File: config.mk
export PLATFORM = sky130hd
export DESIGN_NAME = weighted_mean_and_height_range_unit_flat
export DESIGN_NICKNAME = d
export VERILOG_FILES = /design/src/rtl/core/wmhr_pkg.sv /design/src/rtl/core/wmhr_stream_if.sv /design/src/rtl/core/wmhr_div.sv /design/src/rtl/core/weighted_mean_and_height_range_unit.sv /design/src/flat_wrapper.sv
export SDC_FILE = /design/constraint.sdc
export NUM_CORES = 2
export LEC_CHECK = 0
export BUFFER_PORTS_ARGS = -buffer_cell sky130_fd_sc_hd__buf_4
export CAP_MARGIN = 25
export CORE_AREA = 4 4 537 539
export CTS_CLUSTER_DIAMETER = 120
export DETAILED_ROUTE_END_ITERATION = 10
export DIE_AREA = 0 0 541 543
export PLACE_DENSITY = 0.47
export SLEW_MARGIN = 20
export SYNTH_ARGS = -nofsm -noshare
export SYNTH_HDL_FRONTEND = slang
export SYNTH_SLANG_ARGS = --single-unit
File: constraint.sdc
create_clock -name clk_i -period 28 [get_ports clk_i]
set_input_delay 2.8 -clock clk_i [delete_from_list [all_inputs] [get_ports clk_i]]
set_output_delay 2.8 -clock clk_i [all_outputs]
set_load 0.01 [all_outputs]
File: src/rtl/core/wmhr_pkg.sv
// Shared types, widths and codes of the weighted mean and height range unit.
package wmhr_pkg;

  localparam int unsigned CoordW   = 32;
  localparam int unsigned NormW    = 16;
  localparam int unsigned WeightW  = 24;
  localparam int unsigned WsumW    = 32;
  localparam int unsigned ProdW    = 2 * WsumW;
  localparam int unsigned DenW     = WsumW + 1;
  localparam int unsigned QuotW    = ProdW - WsumW;
  localparam int unsigned DivSteps = QuotW;

  typedef enum logic [0:0] {
    CMD_SAMPLE = 1'b0,
    CMD_RANGE  = 1'b1
  } cmd_e;

  typedef enum logic [1:0] {
    CH_X,
    CH_Y,
    CH_NX,
    CH_NY
  } chan_e;

  typedef enum logic [3:0] {
    ST_IDLE,
    ST_RANGE,
    ST_MUL_A,
    ST_MUL_B,
    ST_SUM,
    ST_DIV,
    ST_DIV_WAIT,
    ST_STORE,
    ST_EMIT
  } state_e;

  typedef struct packed {
    logic [0:0]               command;
    logic signed [CoordW-1:0] point_x;
    logic signed [CoordW-1:0] point_y;
    logic signed [NormW-1:0]  normal_x;
    logic signed [NormW-1:0]  normal_y;
    logic [WeightW-1:0]       weight;
    logic signed [CoordW-1:0] height_low;
    logic signed [CoordW-1:0] height_high;
  } in_item_t;

  typedef struct packed {
    logic signed [CoordW-1:0] mean_x;
    logic signed [CoordW-1:0] mean_y;
    logic signed [NormW-1:0]  mean_normal_x;
    logic signed [NormW-1:0]  mean_normal_y;
    logic [WsumW-1:0]         weight_sum;
    logic signed [CoordW-1:0] low_height;
    logic signed [CoordW-1:0] high_height;
    logic [0:0]               height_known;
  } out_item_t;

  typedef struct packed {
    logic busy;
    logic done;
  } div_stat_t;

  // Magnitude of a two's complement word; the most negative value maps to 2**(W-1).
  function automatic logic [CoordW-1:0] mag32(logic signed [CoordW-1:0] v);
    logic [CoordW-1:0] u;
    u = v;
    return v[CoordW-1] ? (~u + CoordW'(1)) : u;
  endfunction

endpackage

File: src/rtl/core/wmhr_stream_if.sv
// Valid/ready stream interfaces for the input and result channels.
interface wmhr_in_if;
  import wmhr_pkg::*;
  logic     valid;
  logic     ready;
  in_item_t data;

  modport source (output valid, output data, input ready);
  modport sink   (input valid, input data, output ready);
endinterface

interface wmhr_out_if;
  import wmhr_pkg::*;
  logic      valid;
  logic      ready;
  out_item_t data;

  modport source (output valid, output data, input ready);
  modport sink   (input valid, input data, output ready);
endinterface

File: src/rtl/core/wmhr_div.sv
// Radix-2 restoring divider: one quotient bit per cycle.
module wmhr_div (
  input  logic                       clk_i,
  input  logic                       rst_ni,
  input  logic                       start_i,
  input  logic [wmhr_pkg::ProdW-1:0] dividend_i,
  input  logic [wmhr_pkg::DenW-1:0]  divisor_i,
  output logic [wmhr_pkg::QuotW-1:0] quotient_o,
  output wmhr_pkg::div_stat_t        stat_o
);
  import wmhr_pkg::*;

  localparam int unsigned CntW = $clog2(DivSteps);

  logic              busy_q;
  logic [CntW-1:0]   cnt_q;
  logic [DenW-1:0]   rem_q, rem_d;
  logic [DenW-1:0]   den_q;
  logic [QuotW-1:0]  low_q;
  logic [QuotW-1:0]  quot_q;
  logic [DenW:0]     shifted;
  logic [DenW+1:0]   diff;
  logic              fits;

  // Remainder stays below the divisor, so the shifted value fits DenW+1 bits.
  always_comb begin
    shifted = {rem_q, low_q[QuotW-1]};
    diff    = {1'b0, shifted} - {2'b00, den_q};
    fits    = ~diff[DenW+1];
    rem_d   = fits ? diff[DenW-1:0] : shifted[DenW-1:0];
  end

  always_ff @(posedge clk_i or negedge rst_ni) begin
    if (!rst_ni) begin
      busy_q <= 1'b0;
      cnt_q  <= '0;
      quot_q <= '0;
    end else if (start_i) begin
      busy_q <= 1'b1;
      cnt_q  <= CntW'(DivSteps - 1);
    end else if (busy_q) begin
      cnt_q  <= cnt_q - CntW'(1);
      quot_q <= {quot_q[QuotW-2:0], fits};
      if (cnt_q == '0) begin
        busy_q <= 1'b0;
      end
    end
  end

  always_ff @(posedge clk_i) begin
    if (start_i) begin
      rem_q <= DenW'(dividend_i[ProdW-1:QuotW]);
      low_q <= dividend_i[QuotW-1:0];
      den_q <= divisor_i;
    end else if (busy_q) begin
      rem_q  <= rem_d;
      low_q  <= {low_q[QuotW-2:0], 1'b0};
    end
  end

  assign quotient_o  = quot_q;
  assign stat_o.busy = busy_q;
  assign stat_o.done = busy_q && (cnt_q == '0);

`ifndef SYNTHESIS
  a_no_restart: assert property (@(posedge clk_i) disable iff (!rst_ni)
    start_i |-> !busy_q)
    else $error("divider started while busy");

  a_rem_below_den: assert property (@(posedge clk_i) disable iff (!rst_ni)
    busy_q |-> (rem_q < den_q))
    else $error("partial remainder not below divisor");

  a_quot_hold: assert property (@(posedge clk_i) disable iff (!rst_ni)
    (!busy_q && !start_i) |=> $stable(quot_q))
    else $error("quotient changed while idle");
`endif

endmodule

File: src/rtl/core/weighted_mean_and_height_range_unit.sv
// Top level of the weighted mean and height range unit for one grid cell.
//
// Usage:
//   in_i carries one beat per item: a point sample (command 0) or a height
//   range (command 1). out_o returns one beat per item with the statistics
//   after that item: means, saturating weight sum and the height range union.
//   Both channels move a beat when valid and ready are high at a clock edge.
// Sequencing:
//   A point sample runs four blends (x, y, normal x, normal y) through one
//   shared 32x32 multiplier and one radix-2 divider. Each blend steps
//   through two multiplies, a combine, a divider load, the divide steps
//   (one per quotient bit) and a write back. A range item passes through
//   the range update and then emits its result; a sample whose total
//   weight stays zero skips the blends and goes straight to emit. in_i.ready
//   is high only between items, so a new item waits until the last is done.
// Reset and stall:
//   rst_ni clears all statistics to zero and marks the range unknown. A
//   result sits in the output register until taken; the next item is still
//   accepted meanwhile, and its own result waits until that register frees.
module weighted_mean_and_height_range_unit (
  input  logic       clk_i,
  input  logic       rst_ni,
  wmhr_in_if.sink    in_i,
  wmhr_out_if.source out_o
);
  import wmhr_pkg::*;

  localparam logic signed [DenW-1:0] Hi32 = 33'sh0_7FFF_FFFF;
  localparam logic signed [DenW-1:0] Lo32 = 33'sh1_8000_0000;
  localparam logic signed [DenW-1:0] Hi16 = 33'sh0_0000_7FFF;
  localparam logic signed [DenW-1:0] Lo16 = 33'sh1_FFFF_8000;

  state_e state_q, state_d;

  // Cell statistics.
  logic signed [CoordW-1:0] mean_x_q, mean_y_q;
  logic signed [NormW-1:0]  nrm_x_q, nrm_y_q;
  logic [WsumW-1:0]         wsum_q;
  logic signed [CoordW-1:0] low_q, high_q;
  logic                     known_q;

  // Working registers of the current item.
  in_item_t         item_q;
  chan_e            ch_q;
  logic [DenW-1:0]  den_q;
  logic [ProdW-1:0] a_q, b_q, m_q;
  logic             neg_q;

  out_item_t out_q;
  logic      out_valid_q;

  logic [DenW-1:0]          den_in;
  logic signed [CoordW-1:0] mean_sel, samp_sel;
  logic [CoordW-1:0]        mul_a, mul_b;
  logic [ProdW-1:0]         prod;
  logic [ProdW-1:0]         sum_ab, d_ba;
  logic [ProdW:0]           d_ab;
  logic [ProdW-1:0]         m_d;
  logic                     neg_d;
  logic [QuotW-1:0]         quot;
  logic signed [DenW-1:0]   blend;
  logic signed [CoordW-1:0] blend32;
  logic signed [NormW-1:0]  blend16;
  logic                     range_ok;
  logic                     div_start;
  div_stat_t                div_stat;
  logic                     emit_go;

  assign den_in = {1'b0, wsum_q} + DenW'(in_i.data.weight);

  // Pick the running mean and the new sample value of the current channel.
  always_comb begin
    unique case (ch_q)
      CH_X: begin
        mean_sel = mean_x_q;
        samp_sel = item_q.point_x;
      end
      CH_Y: begin
        mean_sel = mean_y_q;
        samp_sel = item_q.point_y;
      end
      CH_NX: begin
        mean_sel = CoordW'(nrm_x_q);
        samp_sel = CoordW'(item_q.normal_x);
      end
      default: begin
        mean_sel = CoordW'(nrm_y_q);
        samp_sel = CoordW'(item_q.normal_y);
      end
    endcase
  end

  // Shared multiplier: |mean| * W first, then |sample| * w.
  always_comb begin
    if (state_q == ST_MUL_A) begin
      mul_a = mag32(mean_sel);
      mul_b = wsum_q;
    end else begin
      mul_a = mag32(samp_sel);
      mul_b = CoordW'(item_q.weight);
    end
    prod = ProdW'(mul_a) * ProdW'(mul_b);
  end

  // Signed sum of the two products as sign and magnitude.
  always_comb begin
    sum_ab = a_q + b_q;
    d_ab   = {1'b0, a_q} - {1'b0, b_q};
    d_ba   = b_q - a_q;
    if (mean_sel[CoordW-1] == samp_sel[CoordW-1]) begin
      m_d   = sum_ab;
      neg_d = mean_sel[CoordW-1];
    end else if (!d_ab[ProdW]) begin
      m_d   = d_ab[ProdW-1:0];
      neg_d = mean_sel[CoordW-1];
    end else begin
      m_d   = d_ba;
      neg_d = samp_sel[CoordW-1];
    end
  end

  // Apply the sign, then clamp to the channel's range.
  always_comb begin
    blend = neg_q ? -$signed({1'b0, quot}) : $signed({1'b0, quot});
    if (blend > Hi32) begin
      blend32 = Hi32[CoordW-1:0];
    end else if (blend < Lo32) begin
      blend32 = Lo32[CoordW-1:0];
    end else begin
      blend32 = blend[CoordW-1:0];
    end
    if (blend > Hi16) begin
      blend16 = Hi16[NormW-1:0];
    end else if (blend < Lo16) begin
      blend16 = Lo16[NormW-1:0];
    end else begin
      blend16 = blend[NormW-1:0];
    end
  end

  assign range_ok = (item_q.height_low <= item_q.height_high);

  wmhr_div u_div (
    .clk_i      (clk_i),
    .rst_ni     (rst_ni),
    .start_i    (div_start),
    .dividend_i (m_q),
    .divisor_i  (den_q),
    .quotient_o (quot),
    .stat_o     (div_stat)
  );

  // Next state.
  always_comb begin
    state_d = state_q;
    unique case (state_q)
      ST_IDLE: begin
        if (in_i.valid) begin
          if (in_i.data.command == CMD_RANGE) begin
            state_d = ST_RANGE;
          end else if (den_in == '0) begin
            state_d = ST_EMIT;
          end else begin
            state_d = ST_MUL_A;
          end
        end
      end
      ST_RANGE:    state_d = ST_EMIT;
      ST_MUL_A:    state_d = ST_MUL_B;
      ST_MUL_B:    state_d = ST_SUM;
      ST_SUM:      state_d = ST_DIV;
      ST_DIV:      state_d = ST_DIV_WAIT;
      ST_DIV_WAIT: begin
        if (div_stat.done) begin
          state_d = ST_STORE;
        end
      end
      ST_STORE:    state_d = (ch_q == CH_NY) ? ST_EMIT : ST_MUL_A;
      ST_EMIT: begin
        if (!out_valid_q || out_o.ready) begin
          state_d = ST_IDLE;
        end
      end
      default:     state_d = ST_IDLE;
    endcase
  end

  // Handshake and control outputs.
  always_comb begin
    in_i.ready  = (state_q == ST_IDLE);
    div_start   = (state_q == ST_DIV);
    emit_go     = (state_q == ST_EMIT) && (!out_valid_q || out_o.ready);
    out_o.valid = out_valid_q;
    out_o.data  = out_q;
  end

  always_ff @(posedge clk_i or negedge rst_ni) begin
    if (!rst_ni) begin
      state_q     <= ST_IDLE;
      out_valid_q <= 1'b0;
      ch_q        <= CH_X;
      mean_x_q    <= '0;
      mean_y_q    <= '0;
      nrm_x_q     <= '0;
      nrm_y_q     <= '0;
      wsum_q      <= '0;
      low_q       <= '0;
      high_q      <= '0;
      known_q     <= 1'b0;
    end else begin
      state_q <= state_d;

      // Hold a result until taken; load the next one as the slot frees.
      if (emit_go) begin
        out_valid_q <= 1'b1;
      end else if (out_o.ready) begin
        out_valid_q <= 1'b0;
      end

      if (in_i.valid && in_i.ready) begin
        ch_q <= CH_X;
      end

      // Write back one channel; the weight sum moves only after the last one.
      if (state_q == ST_STORE) begin
        unique case (ch_q)
          CH_X:    mean_x_q <= blend32;
          CH_Y:    mean_y_q <= blend32;
          CH_NX:   nrm_x_q  <= blend16;
          default: begin
            nrm_y_q <= blend16;
            wsum_q  <= den_q[WsumW] ? '1 : den_q[WsumW-1:0];
          end
        endcase
        ch_q <= chan_e'(ch_q + 2'd1);
      end

      // Copy the first valid range, widen the union after that; drop inverted ranges.
      if (state_q == ST_RANGE && range_ok) begin
        if (!known_q) begin
          low_q   <= item_q.height_low;
          high_q  <= item_q.height_high;
          known_q <= 1'b1;
        end else begin
          if (item_q.height_low < low_q) begin
            low_q <= item_q.height_low;
          end
          if (item_q.height_high > high_q) begin
            high_q <= item_q.height_high;
          end
        end
      end
    end
  end

  // Datapath registers.
  always_ff @(posedge clk_i) begin
    if (in_i.valid && in_i.ready) begin
      item_q <= in_i.data;
      den_q  <= den_in;
    end
    if (state_q == ST_MUL_A) begin
      a_q <= prod;
    end
    if (state_q == ST_MUL_B) begin
      b_q <= prod;
    end
    if (state_q == ST_SUM) begin
      m_q   <= m_d;
      neg_q <= neg_d;
    end
    if (emit_go) begin
      out_q.mean_x        <= mean_x_q;
      out_q.mean_y        <= mean_y_q;
      out_q.mean_normal_x <= nrm_x_q;
      out_q.mean_normal_y <= nrm_y_q;
      out_q.weight_sum    <= wsum_q;
      out_q.low_height    <= low_q;
      out_q.high_height   <= high_q;
      out_q.height_known  <= known_q;
    end
  end

`ifndef SYNTHESIS
  a_wsum_monotonic: assert property (@(posedge clk_i) disable iff (!rst_ni)
    wsum_q >= $past(wsum_q))
    else $error("weight sum decreased");

  a_range_ordered: assert property (@(posedge clk_i) disable iff (!rst_ni)
    known_q |-> (low_q <= high_q))
    else $error("height range union inverted");

  a_result_from_emit: assert property (@(posedge clk_i) disable iff (!rst_ni)
    $rose(out_valid_q) |-> $past(state_q == ST_EMIT))
    else $error("result raised outside emit");

  a_div_done_waited: assert property (@(posedge clk_i) disable iff (!rst_ni)
    div_stat.done |-> (state_q == ST_DIV_WAIT))
    else $error("divider finished with no blend waiting");
`endif

endmodule
File: src/flat_wrapper.sv
// flat-port wrapper written by rule: the top's interface ports become plain ports
module weighted_mean_and_height_range_unit_flat import wmhr_pkg::*;
  (clk_i, rst_ni, in_i_valid, in_i_data, in_i_ready, out_o_valid, out_o_data, out_o_ready);
  wmhr_in_if in_i_i ();
  wmhr_out_if out_o_i ();
  input  logic clk_i;
  input  logic rst_ni;
  input wire logic [$bits(in_i_i.valid)-1:0] in_i_valid;
  input wire logic [$bits(in_i_i.data)-1:0] in_i_data;
  output wire logic [$bits(in_i_i.ready)-1:0] in_i_ready;
  output wire logic [$bits(out_o_i.valid)-1:0] out_o_valid;
  output wire logic [$bits(out_o_i.data)-1:0] out_o_data;
  input wire logic [$bits(out_o_i.ready)-1:0] out_o_ready;
  assign in_i_i.valid = in_i_valid;
  assign in_i_i.data = in_i_data;
  assign in_i_ready = in_i_i.ready;
  assign out_o_valid = out_o_i.valid;
  assign out_o_data = out_o_i.data;
  assign out_o_i.ready = out_o_ready;
  weighted_mean_and_height_range_unit u_core (.clk_i(clk_i), .rst_ni(rst_ni), .in_i(in_i_i), .out_o(out_o_i));
endmodule
==> impl_results.md <==
- Initial antenna violation count: 18
- Dpl cells: 12.75k
- Port bufs: between 300 and 400
- DR pass1 iterations: 6
- DRC: 0
- CP Data Arrival Time: 13.36 ns
- Status: completed
- CP required: ~28 ns
- Crit-path max FO: 54
- Via count: 66.93k
- First-pass GRT wire length: 479.6 mm
- CP dominant cell by count: fa_1
- Reg-to-Reg End: u_core.a_q[63]$_DFFE_PP_
- Hold_buf cts: 0
- Postcts setup bufs: 0
- Initial Util: 0.2987
- H-tree Lvls: 3
- Max Cap Viol: 0
- Slew Limit Fails: 0
- Chip Height: 543 um
- Hold path depth: 0
- TritonCTS clock tree: done
- Final core utilization: 0.3390
- Drt via density: 5.159
- Number of synthesized flops with an enable pin: 700
- Synthesized net count: approximately 11k
- CTS Root Cell: clkbuf_16
- Total wire length: 327.0 mm
- WL/cell: approximately 25 um
- Max frequency: 77.57 MHz
- Mapped Cells: 8860
- Clock buffer depth: 3
- Final hold violations: 0
- Synth-to-Final Area Change: 13.49%
- Final GP Congestion: ~0.93
- Top-area cell type share of the netlist area: 0.2478
- Vias in the first global route: 69.47k
- Slowest CP cell: a21o_1
- TNS Setup: 0 ns
- Cell family contributing the most delay on the critical path: adder cells
- Worst Skew: approximately 0.11 ns
- Critical path type: reg -> reg
- Leading area contributor after synthesis: edfxtp_1
- Most frequent cells in the layout: inv_1, nor2_1, nand2_1, fa_1, edfxtp_1
- Seq cells post-synth: ~940
- Most common cell after layout, fill and taps aside: inv_1
- Relative slew slack: 0.2224
- Final Cycle Share: 0.4604
- Flop2flop setup slack: ~15 ns
- Min-delay src: u_core.high_q[18]$_DFFE_PN0P_
- Row cnt: between 150 and 200
- Mapped Area: 84830 um2
- Clk pin slew, worst setup/hold paths: around 0.070 ns
- Worst path buffer plus inverter count: 6
- DIE WIDTH: about 540 um
- Seq/Total Area, Yosys: 0.3182
- CTS sink cnt: between 900 and 1k
- Number of gates resized after CTS: 0
- Main area contributors after synthesis: edfxtp_1, fa_1, ha_1
- Synth Warn #: 0
- Start of the worst register-to-register path: u_core.ch_q[0]$_DFFE_PN0P_
- GRT Util Overall: 0.2193
- Fillers: 29.28k
- Setup violation total in the final timing report: 0
- Share of cells above drive strength 1: 0.09810
- Unrepaired setup endpoints after global routing: false
- Class of the worst hold path: reg -> reg
- Syn avg cell area: 9.574 um2
- R2R depth: 38
- Minimum clock period after layout: 12.89 ns
- Die ar.: between 200000 and 300000 um2
- Hold Path End: u_core.out_o.data[19]$_DFFE_PP_
- Largest net degree at the start of global routing: between 100 and 150
- Worst-margin pin slew: 1.156 ns
- Final #Nets: 10.81k
- Remaining Overflow, GRT: 0
- Crit-path max cell delay: around 0.8 ns
- Startpoint Class: register
- I/O pin count: between 300 and 400
- Post-synthesis async set-or-reset flop share: 0.2535
- Drt initial violations: 5697
- Worst-Skew Late Latency: 0.79 ns
- Core area: 284000 um2
- CTS Buf Count: 108
- Post-DRT Antenna Nets: 0
- Synth cell types: 90
- Setup crit end kind: register
- Non-Filler Instances: between 10k and 15k
- Ys flop type: edfxtp_1
- DP Wirelength: about 260 mm
## cells by family (layout without fill, tap and decap cells)
kind of cell,Yosys count,after routing,synth area share
flip-flops,939,939,0.3182
adder cells (fa/ha/maj),1533,1533,0.3053
other,0,15,0
XOR/XNOR,273,273,0.02850
multiplexers,145,145,0.01813
buffers and inverters,1667,2002,0.07418
AND/OR/NAND/NOR,2634,2634,0.1330
AO/OA/AOI/OAI,1669,1669,0.1226
## how the worst max path moves through the flow
| stage | startpoint | end | cells past startpoint |
|---|---|---|---|
| 2_1_floorplan | out_o_ready | u_core.out_o.data[0]$_DFFE_PP_ | 2 |
| 3_3_place_gp | u_core.ch_q[0]$_DFFE_PN0P_ | u_core.a_q[63]$_DFFE_PP_ | 40 |
| 3_5_place_dp | u_core.ch_q[0]$_DFFE_PN0P_ | u_core.a_q[63]$_DFFE_PP_ | 40 |
| 4_1_cts | u_core.ch_q[0]$_DFFE_PN0P_ | u_core.a_q[63]$_DFFE_PP_ | 40 |
| 5_1_grt | u_core.ch_q[0]$_DFFE_PN0P_ | u_core.a_q[63]$_DFFE_PP_ | 40 |
| 6_report | u_core.ch_q[0]$_DFFE_PN0P_ | u_core.a_q[63]$_DFFE_PP_ | 38 |
## registers in the layout, indices dropped and copies added (netlist names), 2 cells and up
| register | count |
|---|---|
| u_core.m_q | 64 |
| u_core.den_q | 33 |
| u_core.low_q | 32 |
| u_core.b_q | 64 |
| u_core.u_div.quotient_o | 32 |
| u_core.out_o.data | 193 |
| u_core.wsum_q | 32 |
| u_core.mean_y_q | 32 |
| u_core.item_q | 184 |
| u_core.nrm_y_q | 16 |
| u_core.state_q | 4 |
| u_core.u_div.rem_q | 33 |
| u_core.u_div.cnt_q | 5 |
| u_core.high_q | 32 |
| u_core.a_q | 64 |
| u_core.mean_x_q | 32 |
| u_core.u_div.low_q | 32 |
| u_core.u_div.den_q | 33 |
| u_core.nrm_x_q | 16 |
| u_core.ch_q | 2 |
## cell usage after synthesis, types with 50 or more instances
master	count
a21oi_1	544
nand3_1	127
nor2_1	1047
dfrtp_1	238
ha_1	615
o21a_1	50
a31oi_1	74
mux2i_1	76
o21bai_1	80
xor2_1	82
inv_1	1251
nor3_1	94
mux2_2	69
edfxtp_1	700
clkbuf_1	366
nand2_1	963
xnor2_1	189
nand2b_1	86
a21o_1	115
nand4_1	76
o21ai_0	390
fa_1	901
## worst register-to-register path: cells and delay by family, from the launching register on
kind | cells | cell delay (ns)
muxes | 1 | 0.10
and+or+nand+nor | 6 | 1.30
adders and majority gates | 11 | 4.91
DFF | 1 | 0.44
xor gates and xnor gates | 1 | 0.66
AOI/OAI and AO/OA | 13 | 3.68
buffers and inverters | 6 | 1.47
## metal layers
| metal | global-route usage | up-vias | wire length (um) |
|---|---|---|---|
| met5 | 0 | - | 27 |
| met4 | 0.07965 | 4 | 13060 |
| met3 | 0.03017 | 525 | 19000 |
| met2 | 0.3542 | 2332 | 150700 |
| met1 | 0.3000 | 34120 | 144200 |
| li1 | - | 29950 | - |
## final cells by class
class                   instances  area [um2]  area share
multi-input cells            6254       51900      0.5391
flip-flops and latches        939       27000      0.2804
inverters                    1257        4733     0.04916
well taps                    3762        4707     0.04889
repair buffers                541        4165     0.04326
clock buffers                 147        2970     0.03085
clock inverters                57       760.7    0.007902
diodes                         15       37.54   0.0003899
## metrics by stage
step	worst slack [ns]	hold slack [ns]	cell area [um2]
finish	15.11	0.4432	96270
floorplan	15.07	0.4207	84830
global route	14.43	0.4555	96270
CTS	15.13	0.4422	96150
global placement	15.01	0.4319	92360
detailed placement	15.26	0.4317	92420
Power is left out: the tool's default activity adds up to more than one toggle a clock period on the data nets, which glitch-free logic cannot reach.
